**config.mk**
```make
export PLATFORM = sky130hd
export DESIGN_NAME = free_cell_connectivity_filter
export DESIGN_NICKNAME = d
export VERILOG_FILES = /design/src/rtl/fccf_pkg.sv /design/src/rtl/free_cell_connectivity_filter.sv /design/src/rtl/fccf_ram.sv /design/src/rtl/fccf_ctrl.sv /design/src/rtl/fccf_dp.sv
export SDC_FILE = /design/constraint.sdc
export NUM_CORES = 2
export LEC_CHECK = 0
export BUFFER_PORTS_ARGS = -buffer_cell sky130_fd_sc_hd__buf_2
export CAP_MARGIN = 40
export CELL_PAD_IN_SITES_DETAIL_PLACEMENT = 1
export CELL_PAD_IN_SITES_GLOBAL_PLACEMENT = 2
export CORE_ASPECT_RATIO = 0.5
export CORE_MARGIN = 8
export CORE_UTILIZATION = 35
export DETAILED_ROUTE_END_ITERATION = 12
export GPL_ROUTABILITY_DRIVEN = 0
export GPL_TIMING_DRIVEN = 0
export HOLD_SLACK_MARGIN = 0.12
export PLACE_DENSITY = 0.68
export SLEW_MARGIN = 15
export SYNTH_ARGS = -nofsm -noshare
export SYNTH_HDL_FRONTEND = slang
export SYNTH_HIERARCHICAL = 1
export SYNTH_SLANG_ARGS = --single-unit
```
**constraint.sdc**
```tcl
create_clock -name clk -period 24.5 [get_ports clk]
set_input_delay 7.35 -clock clk [delete_from_list [all_inputs] [get_ports clk]]
set_output_delay 7.35 -clock clk [all_outputs]
set_load 0.01 [all_outputs]
```
**src/rtl/fccf_pkg.sv**
```systemverilog
`timescale 1ns / 1ps
package fccf_pkg;

  localparam int MAX_HALF_SIDE_DEF = 8;

  localparam int HALF_SIDE_W = 4;
  localparam logic [HALF_SIDE_W-1:0] HALF_SIDE_RESET = 4'd4;

  localparam int COORD_W  = 4;
  localparam int ACTION_W = 2;
  localparam int COUNT_W  = 9;
  localparam int STEP_W   = 3;

  localparam logic [STEP_W-1:0] STEP_LAST = 3'd4;

  localparam logic [ACTION_W-1:0] ACT_WRITE  = 2'd0;
  localparam logic [ACTION_W-1:0] ACT_READ   = 2'd1;
  localparam logic [ACTION_W-1:0] ACT_FILTER = 2'd2;

  typedef struct packed {
    logic [ACTION_W-1:0] action;
    logic [COORD_W-1:0]  cell_x;
    logic [COORD_W-1:0]  cell_y;
    logic                cell_free;
  } item_t;

  typedef struct packed {
    logic               read_value;
    logic [COUNT_W-1:0] cleared_count;
  } result_t;

  typedef struct packed {
    logic              clr_free;
    logic              clr_vis;
    logic              accept;
    logic              run_start;
    logic              seed;
    logic [1:0]        seed_idx;
    logic              pop;
    logic              load;
    logic              visit;
    logic [STEP_W-1:0] step;
    logic              finish;
  } ctrl_cmd_t;

  typedef struct packed {
    logic                clr_last;
    logic                q_empty;
    logic                out_free;
    logic                half_zero;
    logic [ACTION_W-1:0] in_action;
  } ctrl_status_t;

endpackage

```
**src/rtl/free_cell_connectivity_filter.sv**
```systemverilog
`timescale 1ns / 1ps
// Free-cell bitmap of side 2H (H from the half_side register, clamped to MAX_HALF_SIDE)
// with write, read and filter items, one result beat per item. After reset a clearing
// pass zeroes all (2^clog2(2*MAX_HALF_SIDE))^2 bitmap entries (256 by default) before
// the first item is taken. In a filter item with H above zero, a pass clears the
// visited marks, four seeds are queued, then each grid cell is visited through the
// single read port of the bitmap memory, which serves the cell and its three centreward
// neighbours in turn. One item is in work at a time; a new item is taken while the
// previous result beat still waits in the output register.
module free_cell_connectivity_filter #(
  parameter int MAX_HALF_SIDE = fccf_pkg::MAX_HALF_SIDE_DEF
) (
  input  logic                             clk,
  input  logic                             rst,
  input  logic                             cfg_valid,
  output logic                             cfg_ready,
  input  logic [fccf_pkg::HALF_SIDE_W-1:0] cfg_data,
  input  logic                             item_valid,
  output logic                             item_stall,
  input  fccf_pkg::item_t                  item,
  output logic                             result_valid,
  input  logic                             result_stall,
  output fccf_pkg::result_t                result
);

  import fccf_pkg::*;

  ctrl_cmd_t    cmd;
  ctrl_status_t status;

  fccf_ctrl u_ctrl (
    .clk        (clk),
    .rst        (rst),
    .item_valid (item_valid),
    .item_stall (item_stall),
    .status     (status),
    .cmd        (cmd)
  );

  fccf_dp #(.MAX_HALF_SIDE(MAX_HALF_SIDE)) u_dp (
    .clk          (clk),
    .rst          (rst),
    .cfg_valid    (cfg_valid),
    .cfg_ready    (cfg_ready),
    .cfg_data     (cfg_data),
    .item         (item),
    .cmd          (cmd),
    .status       (status),
    .result_valid (result_valid),
    .result_stall (result_stall),
    .result       (result)
  );

endmodule

```
**src/rtl/fccf_ram.sv**
```systemverilog
`timescale 1ns / 1ps
module fccf_ram #(
  parameter int WIDTH = 1,
  parameter int DEPTH = 256
) (
  input  logic                     clk,
  input  logic                     wr_en,
  input  logic [$clog2(DEPTH)-1:0] wr_addr,
  input  logic [WIDTH-1:0]         wr_data,
  input  logic                     rd_en,
  input  logic [$clog2(DEPTH)-1:0] rd_addr,
  output logic [WIDTH-1:0]         rd_data
);

  logic [WIDTH-1:0] mem [DEPTH];

  always_ff @(posedge clk) begin
    if (wr_en) begin
      mem[wr_addr] <= wr_data;
    end
    if (rd_en) begin
      rd_data <= mem[rd_addr];
    end
  end

endmodule

```
**src/rtl/fccf_ctrl.sv**
```systemverilog
`timescale 1ns / 1ps
module fccf_ctrl (
  input  logic                   clk,
  input  logic                   rst,
  input  logic                   item_valid,
  output logic                   item_stall,
  input  fccf_pkg::ctrl_status_t status,
  output fccf_pkg::ctrl_cmd_t    cmd
);

  import fccf_pkg::*;

  localparam logic [2:0] S_CLEAR = 3'd0;
  localparam logic [2:0] S_IDLE  = 3'd1;
  localparam logic [2:0] S_VCLR  = 3'd2;
  localparam logic [2:0] S_SEED  = 3'd3;
  localparam logic [2:0] S_POP   = 3'd4;
  localparam logic [2:0] S_LOAD  = 3'd5;
  localparam logic [2:0] S_VISIT = 3'd6;
  localparam logic [2:0] S_DONE  = 3'd7;

  logic [2:0]        state;
  logic [2:0]        state_next;
  logic [STEP_W-1:0] step;
  logic [STEP_W-1:0] step_next;
  logic [1:0]        seed_idx;
  logic [1:0]        seed_idx_next;

  assign item_stall = (state != S_IDLE);

  always_comb begin
    cmd           = '0;
    state_next    = state;
    step_next     = '0;
    seed_idx_next = '0;
    cmd.step      = step;
    cmd.seed_idx  = seed_idx;
    unique case (state)
      S_CLEAR: begin
        cmd.clr_free = 1'b1;
        cmd.clr_vis  = 1'b1;
        if (status.clr_last) begin
          state_next = S_IDLE;
        end
      end
      S_IDLE: begin
        if (item_valid) begin
          cmd.accept = 1'b1;
          if (status.in_action == ACT_FILTER) begin
            cmd.run_start = 1'b1;
            state_next    = status.half_zero ? S_DONE : S_VCLR;
          end else begin
            state_next = S_DONE;
          end
        end
      end
      S_VCLR: begin
        cmd.clr_vis = 1'b1;
        if (status.clr_last) begin
          state_next = S_SEED;
        end
      end
      S_SEED: begin
        cmd.seed      = 1'b1;
        seed_idx_next = seed_idx + 2'd1;
        if (seed_idx == 2'd3) begin
          state_next = S_POP;
        end
      end
      S_POP: begin
        if (status.q_empty) begin
          state_next = S_DONE;
        end else begin
          cmd.pop    = 1'b1;
          state_next = S_LOAD;
        end
      end
      S_LOAD: begin
        cmd.load   = 1'b1;
        state_next = S_VISIT;
      end
      S_VISIT: begin
        cmd.visit = 1'b1;
        step_next = step + STEP_W'(1);
        if (step == STEP_LAST) begin
          step_next = '0;
          if (status.q_empty) begin
            state_next = S_DONE;
          end else begin
            cmd.pop    = 1'b1;
            state_next = S_LOAD;
          end
        end
      end
      S_DONE: begin
        if (status.out_free) begin
          cmd.finish = 1'b1;
          state_next = S_IDLE;
        end
      end
      default: begin
        state_next = S_IDLE;
      end
    endcase
  end

  always_ff @(posedge clk) begin
    if (rst) begin
      state    <= S_CLEAR;
      step     <= '0;
      seed_idx <= '0;
    end else begin
      state    <= state_next;
      step     <= step_next;
      seed_idx <= seed_idx_next;
    end
  end

  a_pop_nonempty: assert property (@(posedge clk) disable iff (rst)
    cmd.pop |-> !status.q_empty)
    else $error("queue popped while empty");

  a_finish_free: assert property (@(posedge clk) disable iff (rst)
    cmd.finish |-> status.out_free)
    else $error("result loaded while output register busy");

  a_accept_idle: assert property (@(posedge clk) disable iff (rst)
    cmd.accept |-> !item_stall)
    else $error("beat taken while busy");

endmodule

```
**src/rtl/fccf_dp.sv**
```systemverilog
`timescale 1ns / 1ps
module fccf_dp #(
  parameter int MAX_HALF_SIDE = fccf_pkg::MAX_HALF_SIDE_DEF
) (
  input  logic                               clk,
  input  logic                               rst,
  input  logic                               cfg_valid,
  output logic                               cfg_ready,
  input  logic [fccf_pkg::HALF_SIDE_W-1:0]   cfg_data,
  input  fccf_pkg::item_t                    item,
  input  fccf_pkg::ctrl_cmd_t                cmd,
  output fccf_pkg::ctrl_status_t             status,
  output logic                               result_valid,
  input  logic                               result_stall,
  output fccf_pkg::result_t                  result
);

  import fccf_pkg::*;

  localparam int SPAN   = 2 * MAX_HALF_SIDE;
  localparam int SPAN_W = $clog2(SPAN);
  localparam int ADDR_W = 2 * SPAN_W;
  localparam int DEPTH  = 1 << ADDR_W;
  localparam int PTR_W  = ADDR_W + 1;
  localparam int HALF_W = $clog2(MAX_HALF_SIDE + 1);
  localparam int SIDE_W = HALF_W + 1;
  localparam int HC_W   = (HALF_W > HALF_SIDE_W) ? HALF_W : HALF_SIDE_W;
  localparam int CMP_W  = (SIDE_W > COORD_W) ? SIDE_W : COORD_W;

  logic [HALF_SIDE_W-1:0] half_side;
  logic [HALF_W-1:0]      eff_half;
  logic [SIDE_W-1:0]      side;

  logic                   item_in;
  logic [ADDR_W-1:0]      item_addr;
  logic [ACTION_W-1:0]    act_q;
  logic                   inside_q;

  logic [ADDR_W-1:0]      clr_addr;
  logic [PTR_W-1:0]       head;
  logic [PTR_W-1:0]       tail;
  logic [COUNT_W-1:0]     count;

  logic [SPAN_W-1:0]      cur_x;
  logic [SPAN_W-1:0]      cur_y;
  logic [SIDE_W-1:0]      cx;
  logic [SIDE_W-1:0]      cy;
  logic                   x_lo;
  logic                   y_lo;
  logic [SPAN_W-1:0]      xn;
  logic [SPAN_W-1:0]      yn;
  logic [SPAN_W-1:0]      xo;
  logic [SPAN_W-1:0]      yo;
  logic                   vx;
  logic                   vy;
  logic [SPAN_W-1:0]      hm;
  logic [ADDR_W-1:0]      seed_addr;

  logic                   cell_q;
  logic                   na_q;
  logic                   nb_q;
  logic                   clear_now;

  logic [ADDR_W-1:0]      nbr_addr;
  logic [ADDR_W-1:0]      chk_addr;
  logic [ADDR_W-1:0]      enq_addr;
  logic                   enq_ok;
  logic                   enq;

  logic                   fm_wr_en;
  logic [ADDR_W-1:0]      fm_wr_addr;
  logic                   fm_wr_data;
  logic                   fm_rd_en;
  logic [ADDR_W-1:0]      fm_rd_addr;
  logic                   fm_rd_data;

  logic                   vis_wr_en;
  logic [ADDR_W-1:0]      vis_wr_addr;
  logic                   vis_rd_en;
  logic                   vis_rd_data;

  logic                   q_wr_en;
  logic [ADDR_W-1:0]      q_wr_data;
  logic [ADDR_W-1:0]      q_rd_data;

  assign cfg_ready = 1'b1;

  assign eff_half = (HC_W'(half_side) > HC_W'(MAX_HALF_SIDE)) ? HALF_W'(MAX_HALF_SIDE)
                                                               : HALF_W'(half_side);
  assign side     = {eff_half, 1'b0};

  assign item_in   = (CMP_W'(item.cell_x) < CMP_W'(side)) &&
                     (CMP_W'(item.cell_y) < CMP_W'(side));
  assign item_addr = {SPAN_W'(item.cell_y), SPAN_W'(item.cell_x)};

  // centreward and outward neighbours of the current cell
  assign cx   = SIDE_W'(cur_x);
  assign cy   = SIDE_W'(cur_y);
  assign x_lo = cx < SIDE_W'(eff_half);
  assign y_lo = cy < SIDE_W'(eff_half);
  assign xn   = x_lo ? cur_x + SPAN_W'(1) : cur_x - SPAN_W'(1);
  assign yn   = y_lo ? cur_y + SPAN_W'(1) : cur_y - SPAN_W'(1);
  assign xo   = x_lo ? cur_x - SPAN_W'(1) : cur_x + SPAN_W'(1);
  assign yo   = y_lo ? cur_y - SPAN_W'(1) : cur_y + SPAN_W'(1);
  assign vx   = x_lo ? (cur_x != '0) : ((cx + SIDE_W'(1)) < side);
  assign vy   = y_lo ? (cur_y != '0) : ((cy + SIDE_W'(1)) < side);

  assign hm        = SPAN_W'(eff_half) - SPAN_W'(1);
  assign seed_addr = {hm + SPAN_W'(cmd.seed_idx[0]), hm + SPAN_W'(cmd.seed_idx[1])};

  always_comb begin
    nbr_addr = {cur_y, cur_x};
    chk_addr = {cur_y, xo};
    enq_addr = {cur_y, xo};
    enq_ok   = 1'b0;
    case (cmd.step)
      3'd0: begin
        nbr_addr = {cur_y, cur_x};
        chk_addr = {cur_y, xo};
      end
      3'd1: begin
        nbr_addr = {yn, cur_x};
        chk_addr = {yo, xo};
        enq_addr = {cur_y, xo};
        enq_ok   = vx;
      end
      3'd2: begin
        nbr_addr = {yn, xn};
        chk_addr = {yo, cur_x};
        enq_addr = {yo, xo};
        enq_ok   = vx & vy;
      end
      3'd3: begin
        nbr_addr = {cur_y, xn};
        enq_addr = {yo, cur_x};
        enq_ok   = vy;
      end
      default: begin
        enq_ok = 1'b0;
      end
    endcase
  end

  assign enq       = cmd.visit & enq_ok & ~vis_rd_data;
  assign clear_now = cmd.visit && (cmd.step == STEP_LAST) &&
                     cell_q && !na_q && !nb_q && !fm_rd_data;

  // free-cell bitmap
  assign fm_wr_en   = cmd.clr_free | (cmd.accept & (item.action == ACT_WRITE) & item_in) |
                      clear_now;
  assign fm_wr_addr = cmd.clr_free ? clr_addr : (cmd.accept ? item_addr : {cur_y, cur_x});
  assign fm_wr_data = cmd.accept & item.cell_free;
  assign fm_rd_en   = cmd.accept | (cmd.visit & (cmd.step < STEP_W'(3)))
                      | (cmd.visit & (cmd.step == STEP_W'(3)));
  assign fm_rd_addr = cmd.accept ? item_addr : nbr_addr;

  fccf_ram #(.WIDTH(1), .DEPTH(DEPTH)) u_free_map (
    .clk     (clk),
    .wr_en   (fm_wr_en),
    .wr_addr (fm_wr_addr),
    .wr_data (fm_wr_data),
    .rd_en   (fm_rd_en),
    .rd_addr (fm_rd_addr),
    .rd_data (fm_rd_data)
  );

  // visited marks, set when a cell is queued
  assign vis_wr_en   = cmd.clr_vis | cmd.seed | enq;
  assign vis_wr_addr = cmd.clr_vis ? clr_addr : (cmd.seed ? seed_addr : enq_addr);
  assign vis_rd_en   = cmd.visit & (cmd.step < STEP_W'(3));

  fccf_ram #(.WIDTH(1), .DEPTH(DEPTH)) u_visited (
    .clk     (clk),
    .wr_en   (vis_wr_en),
    .wr_addr (vis_wr_addr),
    .wr_data (~cmd.clr_vis),
    .rd_en   (vis_rd_en),
    .rd_addr (chk_addr),
    .rd_data (vis_rd_data)
  );

  // visit queue
  assign q_wr_en   = cmd.seed | enq;
  assign q_wr_data = cmd.seed ? seed_addr : enq_addr;

  fccf_ram #(.WIDTH(ADDR_W), .DEPTH(DEPTH)) u_queue (
    .clk     (clk),
    .wr_en   (q_wr_en),
    .wr_addr (tail[ADDR_W-1:0]),
    .wr_data (q_wr_data),
    .rd_en   (cmd.pop),
    .rd_addr (head[ADDR_W-1:0]),
    .rd_data (q_rd_data)
  );

  always_ff @(posedge clk) begin
    if (rst) begin
      half_side    <= HALF_SIDE_RESET;
      clr_addr     <= '0;
      head         <= '0;
      tail         <= '0;
      count        <= '0;
      result_valid <= 1'b0;
    end else begin
      if (cfg_valid && cfg_ready) begin
        half_side <= cfg_data;
      end
      if (cmd.clr_free || cmd.clr_vis) begin
        clr_addr <= clr_addr + ADDR_W'(1);
      end
      if (cmd.run_start) begin
        head  <= '0;
        tail  <= '0;
        count <= '0;
      end else begin
        if (q_wr_en) begin
          tail <= tail + PTR_W'(1);
        end
        if (cmd.pop) begin
          head <= head + PTR_W'(1);
        end
        if (clear_now) begin
          count <= count + COUNT_W'(1);
        end
      end
      if (cmd.finish) begin
        result_valid <= 1'b1;
      end else if (!result_stall) begin
        result_valid <= 1'b0;
      end
    end
  end

  always_ff @(posedge clk) begin
    if (cmd.accept) begin
      act_q    <= item.action;
      inside_q <= item_in;
    end
    if (cmd.load) begin
      cur_x <= q_rd_data[SPAN_W-1:0];
      cur_y <= q_rd_data[ADDR_W-1:SPAN_W];
    end
    if (cmd.visit) begin
      case (cmd.step)
        3'd1:    cell_q <= fm_rd_data;
        3'd2:    na_q   <= fm_rd_data;
        3'd3:    nb_q   <= fm_rd_data;
        default: cell_q <= cell_q;
      endcase
    end
    if (cmd.finish) begin
      result.read_value    <= (act_q == ACT_READ) & inside_q & fm_rd_data;
      result.cleared_count <= (act_q == ACT_FILTER) ? count : '0;
    end
  end

  assign status.clr_last  = &clr_addr;
  assign status.q_empty   = (head == tail);
  assign status.out_free  = ~result_valid | ~result_stall;
  assign status.half_zero = (eff_half == '0);
  assign status.in_action = item.action;

  a_head_le_tail: assert property (@(posedge clk) disable iff (rst)
    head <= tail)
    else $error("queue head passed tail");

  a_queue_room: assert property (@(posedge clk) disable iff (rst)
    q_wr_en |-> (tail < PTR_W'(DEPTH)))
    else $error("queue overflow");

  a_finish_shows: assert property (@(posedge clk) disable iff (rst)
    cmd.finish |=> result_valid)
    else $error("finished result not presented");

endmodule
```
==> summary.md <==
| Metric | Value |
|---|---|
| Outcome | completed |
| Fin crit period | 11.48 ns |
| Syn avg cell area | 18.2 um^2 |
| Maximum vdd drop | 0.0471 mV |
| Die Width | 798 um |
| Clock Latency Late Sink | 0.86 ns |
| Layout Nets | 6519 |
| H-tree lvl count | 5 |
| Routed vias | 60800 |
| Internal power | 7.13 mW |
| First-pass GRT wire length | 486000 um |
| Cts bufs inserted | 266 |
| Sw Pwr | 1.81 mW |
| Antenna violations before repair | 23 |
| Hold Path Origin | u_dp/u_queue/rd_data[4] |
| Setup Viol. Count Final | 0 |
| Crit path DAT | 12.02 ns |
| CP top delay family | compound AO/OA/AOI/OAI gates |
| Max Cap Viol | 0 |
| Top Ports | 33 |
| PostCTS Resize Cnt | 0 |
| CTS Buffer Depth | 4 |
| Ys async rst share | 0 |
| FF+latch count, synth | 2642 |
| Type of the worst setup path | in -> reg |
| Area of the multi-input gates | 0.0261 mm^2 |
| DRC | 0 |
| Final Instance Count excl. Fillers | 10700 |
| Post-Route WL | 352000 um |
| Area delta synth->final | 16.4% |
| Port bufs | 30 |
| Vias in the first global route | 61000 |
| Layout Utilization | 0.410 |
| Die area | 0.325 mm^2 |
| Post-CTS setup buffers | 0 |
| Fmax | 87.1 MHz |
| Pwr Density | 71.7 mW/mm^2 |
| Net Sw Frac | 0.202 |
| Iter 0 DRT Violations | 7615 |
| Critical-path maximum fanout | 10 |
| Crit-path max cell delay | 1.01 ns |
| Die height | 407 um |
| Fillers | 29400 |
| Worst slack, placed | 12.40 ns |
| 1st-pass router iterations | 6 |
| Final Cycle Share | 0.469 |
| CTS root buffer | clkbuf_16 |
| Critical path's slowest cell | a2111oi_0 |
| RSZ-0062 raised after global routing | no |
| Main synth FF type | edfxtp_1 |
| Clock power frac | 0.438 |
| Drt via density | 5.67 |
| Logic pwr share | 0.013 |
| FF-to-FF Start | u_dp/cur_y[2] |
| Hold Vio Cnt, Final | 0 |
| Crit path launch type | input port |
| Core ar. | 0.304 mm^2 |
| Mapped Cells | 5877 |
| Number of synthesis warnings | 6 |
| Reg clk slew, reported paths | 0.06 ns |
| Worst Hold Path EP | u_dp/cur_y[0] |
| Area of the mapped netlist | 0.107 mm^2 |
| Starting Density | 0.352 |
| Leakage dissipation | 38.5 nW |
| Hold Path Class | reg -> reg |
| Cell variety after synth | 94 |
| Grt ovf | 0 |
| Hold path depth | 0 |
| Register Area | 0.0789 mm^2 |
| Gr usage total | 0.211 |
| Flop2flop setup slack | 18.34 ns |
| CTS sink count | 2642 |
| Critical path cell sequence | buf_2, and3b_1, clkbuf_1, o21ai_0, buf_6, buf_6, buf_4, nor2_1, a22oi_1, a2111oi_0, a311oi_1, a22oi_1 |
| Syn Nets | 5927 |
| CTS tree | built |
| Post-synthesis sequential area ratio | 0.737 |
| Worst hold slack | 0.420 ns |
| Fin worst setup slack | 13.02 ns |
| Critical Path Sink Type | register |
| Routed WL per cell | 32.8 um |
| Slew margin rel. | 0.267 |
| Placed insts | 10200 |
| Final Slew Violations | 0 |
| R2r endpoint | u_dp/u_queue/mem[97][2] |
| Hold_buf cts | 0 |
| Worst slew pin tran | 1.07 ns |
| Share of cells above drive strength 1 | 0.222 |
| Pwr Total | 8.93 mW |
| Worst EP required | 25.04 ns |
| Largest net degree at the start of global routing | 168 |
| Rows | 143 |
| Worst path bufs/invs | 5 |
| HPWL after detailed placement | 248000 um |
| Post-route ant nets | 0 |
| Post-synth EDFFs | 2594 |
| Worst Clk Skew | 0.0561 ns |
| Seq pwr share | 0.549 |
| R2r worst-path depth | 15 |
[per-layer routing]
metal  up-vias  global-route usage  part of all wire
met5         -                   0          0.000017
met4         2              0.0670             0.034
met3       491              0.0379             0.081
met2      2765               0.345              0.47
met1     32800               0.288              0.41
li1      24800                   -                 -
[registers in the layout, indices dropped and copies added (netlist names), 4 cells and up]
name / cells
u_dp/u_queue/mem: 2048
u_dp/u_free_map/mem: 256
u_dp/u_visited/mem: 256
u_dp/result: 10
u_dp/count: 9
u_dp/head: 9
u_dp/tail: 9
u_dp/clr_addr: 8
u_dp/u_queue/rd_data: 8
u_dp/cur_x: 4
u_dp/cur_y: 4
u_dp/half_side: 4
[layout make-up]
type,count,share of cell area
clock inverter,122,0.00700
tap,4060,0.0408
antenna,7,0.000141
sequential,2642,0.633
buffer,377,0.0178
inverter,21,0.000693
multi-input combinational,2837,0.210
timing repair buffer,324,0.0335
clock buffer,335,0.0575
[synth_stat cells, types with 34 or more instances]
cell type / count / area [um^2]
clkbuf_1: 207 / 777
o21ai_0: 40 / 200
buf_6: 34 / 383
nand3_1: 81 / 405
nor2b_1: 55 / 344
nor2_1: 882 / 3310
a22oi_1: 149 / 1120
o221ai_1: 46 / 403
mux2i_1: 257 / 2570
a21oi_1: 121 / 606
edfxtp_1: 2594 / 77900
o22ai_1: 76 / 475
buf_4: 43 / 323
dfxtp_1: 48 / 961
nand2_1: 124 / 465
nor4_1: 37 / 231
nor3_1: 36 / 180
buf_2: 46 / 230
mux4_2: 538 / 12100
[cell usage in the layout (no fill, tap or decap), types with 35 or more instances in the layout]
| cell | count |
|---|---|
| clkinv_2 | 42 |
| buf_4 | 164 |
| o22ai_1 | 76 |
| dfxtp_1 | 48 |
| edfxtp_1 | 2594 |
| nor2b_1 | 53 |
| clkbuf_1 | 234 |
| o21ai_0 | 35 |
| nor2_1 | 880 |
| nand2_1 | 124 |
| clkinv_1 | 56 |
| buf_2 | 104 |
| nor3_1 | 35 |
| buf_8 | 38 |
| buf_6 | 73 |
| nand3_1 | 81 |
| mux2i_1 | 255 |
| mux4_2 | 538 |
| buf_16 | 62 |
| clkbuf_16 | 277 |
| a22oi_1 | 149 |
| o221ai_1 | 46 |
| a21oi_1 | 120 |
[cell families (layout without fill, tap and decap cells)]
family	after synthesis	after routing	synth area share
muxes	816	816	0.140
and+or+nand+nor	1351	1351	0.0554
xor gates and xnor gates	58	58	0.00475
buffers and inverters	398	1179	0.0210
adders and majority gates	30	30	0.00351
DFF	2642	2642	0.737
AOI/OAI and AO/OA	581	581	0.0385
other	1	8	0.0000350
[power by group through the flow]
stage | Combinational (mW) | Sequential [mW] | Clock, mW
floorplan | 0.0522 | 5.02 | 0
global placement | 0.0944 | 5.03 | 0
detailed placement | 0.114 | 5.00 | 0
CTS | 0.114 | 4.91 | 3.99
global route | 0.119 | 4.90 | 4.13
finish | 0.113 | 4.91 | 3.91
[worst register-to-register path, cell delays in order, from the launching register on]
cell	delay (ns)
edfxtp_1	0.38
clkbuf_1	0.45
nand3_1	0.24
xnor2_1	0.18
ha_1	0.28
o21ai_0	0.07
a21oi_1	0.06
nor3_1	0.33
o32ai_4	0.20
o21ai_2	0.21
a31o_4	0.30
clkbuf_1	0.72
buf_1	0.43
nand3_1	0.40
clkbuf_2	0.66
nor2_1	0.91
[stage by stage]
step	area, um^2	TNS, ns
final	125000	0
after global routing	125000	0
after CTS	124000	0
after detailed placement	116000	0
after global placement	112000	-4596.05
after floorplan	107000	0
[how the worst max path moves through the flow]
stage	startpoint	endpoint	slack, ns	depth (start not counted)
final	item_valid	u_dp/u_free_map/rd_data	13.02	12
after global routing	item_valid	u_dp/u_free_map/rd_data	12.98	12
after CTS	item_valid	u_dp/u_free_map/rd_data	13.25	12
after detailed placement	item_valid	u_dp/u_free_map/rd_data	12.40	12
after global placement	u_dp/half_side[3]	u_dp/u_visited/mem[80]	-5.67	14
after floorplan	u_dp/half_side[3]	u_dp/u_visited/mem[114]	10.09	14
Power figures use the tool's default switching activity.
